### config.mk
export PLATFORM = sky130hd
export DESIGN_NAME = tnna_isqrt
export DESIGN_NICKNAME = d
export VERILOG_FILES = /design/src/design/tnna_pkg.sv /design/src/design/tnna_isqrt.sv
export SDC_FILE = /design/constraint.sdc
export NUM_CORES = 2
export LEC_CHECK = 0
export ABC_AREA = 0
export BUFFER_PORTS_ARGS = -buffer_cell sky130_fd_sc_hd__buf_2
export CELL_PAD_IN_SITES_DETAIL_PLACEMENT = 1
export CELL_PAD_IN_SITES_GLOBAL_PLACEMENT = 1
export CORE_ASPECT_RATIO = 1.75
export CORE_MARGIN = 2
export CORE_UTILIZATION = 48
export CTS_CLUSTER_DIAMETER = 60
export DETAILED_ROUTE_END_ITERATION = 10
export GPL_ROUTABILITY_DRIVEN = 1
export GPL_TIMING_DRIVEN = 0
export PLACE_DENSITY_LB_ADDON = 0.1
export SLEW_MARGIN = 40
export SYNTH_ARGS = -nofsm -noshare
export SYNTH_HDL_FRONTEND = slang
export SYNTH_SLANG_ARGS = --single-unit
export TNS_END_PERCENT = 5
### constraint.sdc
create_clock -name clk -period 3.67 [get_ports clk]
set_input_delay 0.1835 -clock clk [delete_from_list [all_inputs] [get_ports clk]]
set_output_delay 0.1835 -clock clk [all_outputs]
set_load 0.03 [all_outputs]
### src/design/tnna_pkg.sv
// tnna_pkg: shared types and fixed field widths of the triangle normal and area unit
// used by triangle_unit_normal_and_area, tnna_isqrt and tnna_udiv; no dependencies
`default_nettype none

package tnna_pkg;

    localparam int OUT_W    = 16;
    localparam int AREA_W   = 33;
    localparam int MINLEN_W = 34;

    // stage control handed to each pipelined unit
    typedef struct packed {
        logic adv;
        logic vld;
    } pipe_ctl_t;

endpackage

`default_nettype wire

### src/design/tnna_isqrt.sv
// tnna_isqrt: pipelined integer square root, one result bit per stage
// carries a side payload alongside the radicand; uses tnna_pkg
`default_nettype none

module tnna_isqrt
    import tnna_pkg::*;
#(
    parameter int ROOT_W = 34,
    parameter int SIDE_W = 8
)
(
    input  wire                      clk,
    input  wire                      rst_n,
    input  pipe_ctl_t                ctl,
    input  wire  [2*ROOT_W-1:0]      rad,
    input  wire  [SIDE_W-1:0]        side,
    output logic [ROOT_W-1:0]        root,
    output logic [SIDE_W-1:0]        side_out,
    output logic                     vld_out
);

    localparam int RAD_W = 2 * ROOT_W;
    localparam int REM_W = ROOT_W + 3;

    logic [RAD_W-1:0]  rad_w  [0:ROOT_W];
    logic [REM_W-1:0]  rem_w  [0:ROOT_W];
    logic [ROOT_W-1:0] root_w [0:ROOT_W];
    logic [SIDE_W-1:0] side_w [0:ROOT_W];
    logic              vld_w  [0:ROOT_W];

    assign rad_w[0]  = rad;
    assign rem_w[0]  = '0;
    assign root_w[0] = '0;
    assign side_w[0] = side;
    assign vld_w[0]  = ctl.vld;

    for (genvar k = 0; k < ROOT_W; k++) begin : g_step
        logic [REM_W-1:0]  rem_sh;
        logic [REM_W-1:0]  trial;
        logic              ge;
        logic [RAD_W-1:0]  rad_reg;
        logic [REM_W-1:0]  rem_reg;
        logic [ROOT_W-1:0] root_reg;
        logic [SIDE_W-1:0] side_reg;
        logic              vld_reg;

        assign rem_sh = {rem_w[k][REM_W-3:0], rad_w[k][RAD_W-1 -: 2]};
        assign trial  = {1'b0, root_w[k], 2'b01};
        assign ge     = (rem_sh >= trial);

        always_ff @(posedge clk or negedge rst_n)
        begin
            if (!rst_n)
            begin
                vld_reg <= 1'b0;
            end
            else if (ctl.adv)
            begin
                vld_reg <= vld_w[k];
            end
        end

        always_ff @(posedge clk)
        begin
            if (ctl.adv)
            begin
                rad_reg  <= {rad_w[k][RAD_W-3:0], 2'b00};
                rem_reg  <= ge ? (rem_sh - trial) : rem_sh;
                root_reg <= {root_w[k][ROOT_W-2:0], ge};
                side_reg <= side_w[k];
            end
        end

        assign rad_w[k+1]  = rad_reg;
        assign rem_w[k+1]  = rem_reg;
        assign root_w[k+1] = root_reg;
        assign side_w[k+1] = side_reg;
        assign vld_w[k+1]  = vld_reg;
    end

    assign root     = root_w[ROOT_W];
    assign side_out = side_w[ROOT_W];
    assign vld_out  = vld_w[ROOT_W];

endmodule

`default_nettype wire

==> out/metrics.csv <==
stage;metric;value;unit
routing;wl_per_cell;23.2;um
routing;vias_per_cell;5.54;
routing;firstDrtPassIters;7;
timing;rsz0062_at_grt;true;
timing;finalHoldViolCount;0;
worst_setup_path;worstPathRequired;4320;ps
cells_and_area;drive_gt1_share;11.9;%
worst_setup_path;worstSetupPathType;register to register;
synthesis;ys_seq_area_share;66.7;%
floorplanning;ios;123;
status;violations;negative setup slack;
synthesis;ys_ff_latch;3125;
power_and_ir_drop;ir_drop;0.440;mV
timing;tightest_slew;1030;ps
cells_and_area;area_delta_synth_final;14.9;%
floorplanning;core;291000;um^2
clock_network;root_buffer;clkbuf_16;
cells_and_area;largest_reg_flops;1122;
cells_and_area;fillers;28368;
timing;slew_viol_final;0;
clock_network;htreeDepth;5;
synthesis;muxShareOfSynthArea;1.08;%
synthesis;synth-edff-count;3091;
cells_and_area;fin_nets;11914;
placed_design;gp_congestion;0.905;
worst_setup_path;worst_path_largest_cell_delay;520;ps
worst_setup_path;reg2reg_setup_slack;-70;ps
global_route;grt_first_pass_wirelength;538000;um
min_path;hold_path_class;input pin to register;
synthesis;syn_nets;11225;
timing;period_share;102;%
worst_setup_path;critPathLaunchType;register;
synthesis;synthAdderAreaFrac;5.62;%
floorplanning;die-area;297000;um^2
floorplanning;initial_core_util;48.3;%
synthesis;ys_types;87;
flow_run;drv_cap;0;
global_route;antenna_found_initial;6;
global_route;grt_max_degree;119;
placed_design;dp_cells;14495;
synthesis;ys.flop_type;edfxtp_1;
power_and_ir_drop;total_power;102000;uW
floorplanning;rows;262;
synthesis;synth_top_family_by_area;simple AND/OR/NAND/NOR gates;
synthesis;yosys_warnings;0;
synthesis;async_flop_share;1.09;%
placed_design;numPortBuffers;122;
power_and_ir_drop;p_leak;0.0612;uW
timing;max_slew_margin;31.3;%
clock_network;tritoncts;built;
cells_and_area;finalInstanceArea;161000;um^2
synthesis;syn_avg_cell_area;13.4;um^2
worst_setup_path;arrival;4380;ps
worst_setup_path;cp_slowest_cell;or4_4;
worst_setup_path;critPathMaxFanout;6;
clock_network;cts_made_buffers;298;
timing;finalSetupViolations;8;
timing;skew;60.8;ps
synthesis;synth_simple_gate_area_share;9.36;%
timing;tns;-280;ps
worst_setup_path;cp_common_cell;or4_4;
cells_and_area;stdcell_count;15289;
synthesis;netlist_area;141000;um^2
placed_design;hpwlAfterDp;264000;um
status;status;finished, violations left;
placed_design;detailed_place.area;147000;um^2
routing;drt_first_iter_violations;4201;
power_and_ir_drop;p_per_area;633;nW/um^2
worst_setup_path;crit_path_end_kind;register;
synthesis;synth-xor-area-share;5.74;%
global_route;grt_pass1_vias;91899;
routing;ant_nets;0;
worst_setup_path;critPathTopFamily;simple AND/OR/NAND/NOR gates;
synthesis;synth_compound_gate_area_share;8.85;%
global_route;grt_util_all_layers;23.7;%
worst_setup_path;path_buf_inv;1;
clock_network;cts_sinks;3125;
routing;drcViolationCount;0;
routing;vias;84759;
clock_network;clkTransAtPathRegs;70;ps
timing;finalWorstSetupSlack;-65.9;ps
synthesis;postSynthCellCount;10514;
worst_setup_path;crit_chain;or4_4 > or3_4 > or2_4 > buf_6 > or4_4 > o21a_4 > or3_4 > or4_4 > nor3_2 > xor2_1;
global_route;gr-total-overflow;0;
timing;period_needed;3740;ps
clock_network;max-clock-path-buffers;4;
routing;drt-total-wl;355000;um
clock_network;clock_latency;900;ps
floorplanning;die_h;720;um
timing;clock.fmax;268;MHz
floorplanning;fp.dieW;413;um
[cell usage in the layout (no fill, tap or decap), drive strengths merged, types with 53 or more instances in the layout]
| master | instances |
|---|---|
| a211oi | 58 |
| a21o | 260 |
| a21oi | 712 |
| a31oi | 56 |
| buf | 303 |
| clkbuf | 500 |
| clkinv | 112 |
| dlygate4sd3 | 145 |
| edfxtp | 3091 |
| ha | 631 |
| inv | 803 |
| mux2 | 123 |
| nand2 | 639 |
| nand2b | 136 |
| nand3 | 174 |
| nand4 | 129 |
| nor2 | 697 |
| nor2b | 90 |
| nor3 | 247 |
| nor4 | 140 |
| o21a | 99 |
| o21ai | 498 |
| or2 | 53 |
| or3 | 112 |
| or4 | 67 |
| xnor2 | 462 |
| xor2 | 459 |
[cell usage after synthesis, types with 12 or more instances]
| master | instances | share of area (%) |
|---|---|---|
| nor4_1 | 139 | 0.62 |
| a31o_2 | 15 | 0.094 |
| nand3b_1 | 21 | 0.11 |
| mux2_2 | 123 | 0.99 |
| nand2b_1 | 135 | 0.60 |
| o31a_1 | 12 | 0.075 |
| buf_1 | 21 | 0.056 |
| a211oi_1 | 57 | 0.30 |
| and4_1 | 20 | 0.12 |
| a21oi_1 | 712 | 2.5 |
| mux2i_1 | 13 | 0.093 |
| o31ai_1 | 45 | 0.24 |
| a2111oi_0 | 15 | 0.094 |
| or3_1 | 111 | 0.49 |
| nor2b_1 | 90 | 0.40 |
| o211ai_1 | 34 | 0.18 |
| a311oi_1 | 12 | 0.075 |
| o21bai_1 | 43 | 0.23 |
| nor3_1 | 246 | 0.88 |
| xnor2_1 | 462 | 2.9 |
| dfrtp_1 | 34 | 0.61 |
| clkbuf_1 | 192 | 0.51 |
| inv_1 | 787 | 2.1 |
| edfxtp_1 | 3091 | 66 |
| or4_1 | 67 | 0.36 |
| nand4b_1 | 18 | 0.11 |
| ha_1 | 631 | 5.6 |
| a21boi_0 | 15 | 0.080 |
| a21o_1 | 260 | 1.4 |
| nand3_1 | 174 | 0.62 |
| nand2_1 | 639 | 1.7 |
| and3_1 | 50 | 0.22 |
| nand4_1 | 129 | 0.57 |
| a211o_1 | 16 | 0.10 |
| o21ai_0 | 496 | 1.8 |
| nor2_1 | 697 | 1.9 |
| o21a_1 | 99 | 0.53 |
| a31oi_1 | 56 | 0.25 |
| o41ai_1 | 13 | 0.081 |
| xor2_1 | 459 | 2.9 |
| or2_2 | 52 | 0.23 |
| a221oi_1 | 13 | 0.081 |
| and2_1 | 32 | 0.14 |
[cells by family after synthesis]
| logic type | Yosys count |
|---|---|
| XOR/XNOR | 921 |
| other | 1 |
| AO/OA/AOI/OAI | 2027 |
| adder cells (fa/ha/maj) | 631 |
| AND/OR/NAND/NOR | 2666 |
| flip-flops | 3125 |
| buffers and inverters | 1007 |
| multiplexers | 136 |
[power breakdown]
part	switching, uW	leakage (uW)	internal (uW)	total [uW]
sequential	3190	0.0302	45000	48200
clock	13600	0.00468	17500	31100
combinational	13800	0.0263	9200	23000
total	30600	0.0612	71700	102000
[what timing repair did]
| action | CTS | global route |
|---|---|---|
| endpoints found under the hold margin | 244 | 0 |
| endpoints found under the setup margin | 851 | 777 |
| setup buffers | 54 | 54 |
| resized for setup | 410 | 242 |
| pin swaps | 33 | 51 |
| hold buffers | 152 | 0 |
[path summary, 6_finish.rpt]
kind | startpoint | to | cells after the start
worst min-delay path | rad[41] | g_step[0].rad_reg[43]$_DFFE_PP_ | 2
min in group asynchronous | rst_n | g_step[20].vld_reg$_DFFE_PN0P_ | 4
max in group asynchronous | rst_n | g_step[15].vld_reg$_DFFE_PN0P_ | 4
worst max-delay path | g_step[4].rem_reg[9]$_DFFE_PP_ | g_step[5].rem_reg[29]$_DFFE_PP_ | 10
worst min register to register | g_step[27].rad_reg[61]$_DFFE_PP_ | g_step[28].rad_reg[63]$_DFFE_PP_ | 0
worst max register to register | g_step[4].rem_reg[9]$_DFFE_PP_ | g_step[5].rem_reg[29]$_DFFE_PP_ | 10
[area by class of cell]
cell class                 count  area [um^2]  share of cell area [%]
tap                         3828         4790                    2.97
inverter                     789         2970                    1.84
clock inverter               187         2050                    1.27
timing repair buffer         413         3970                    2.46
buffer                       194         1080                   0.667
multi-input combinational   6382        45200                    28.0
antenna                       29         72.6                  0.0449
clock buffer                 342         7690                    4.76
sequential                  3125        93700                    58.0
[stage by stage]
stage               worst slack (ps)  hold WS (ps)  util, %
floorplan                       56.3          -112        -
global placement              -45820           258     50.1
detailed placement             -2030           282     50.5
CTS                             -130          3.40     55.0
global route                    -206          24.6     55.5
finish                         -65.9          43.5     55.5
[layer usage]
metal  track usage (%)  part of all wire [%]  vias to the layer above
met3              2.43                   2.2                      797
met4              13.6                   6.7                        0
li1                  -                     -                    40305
met5                 0                     0                        -
met1              22.4                    33                    42353
met2              48.0                    58                     1304
No activity file was read; power rests on OpenSTA's default activity.
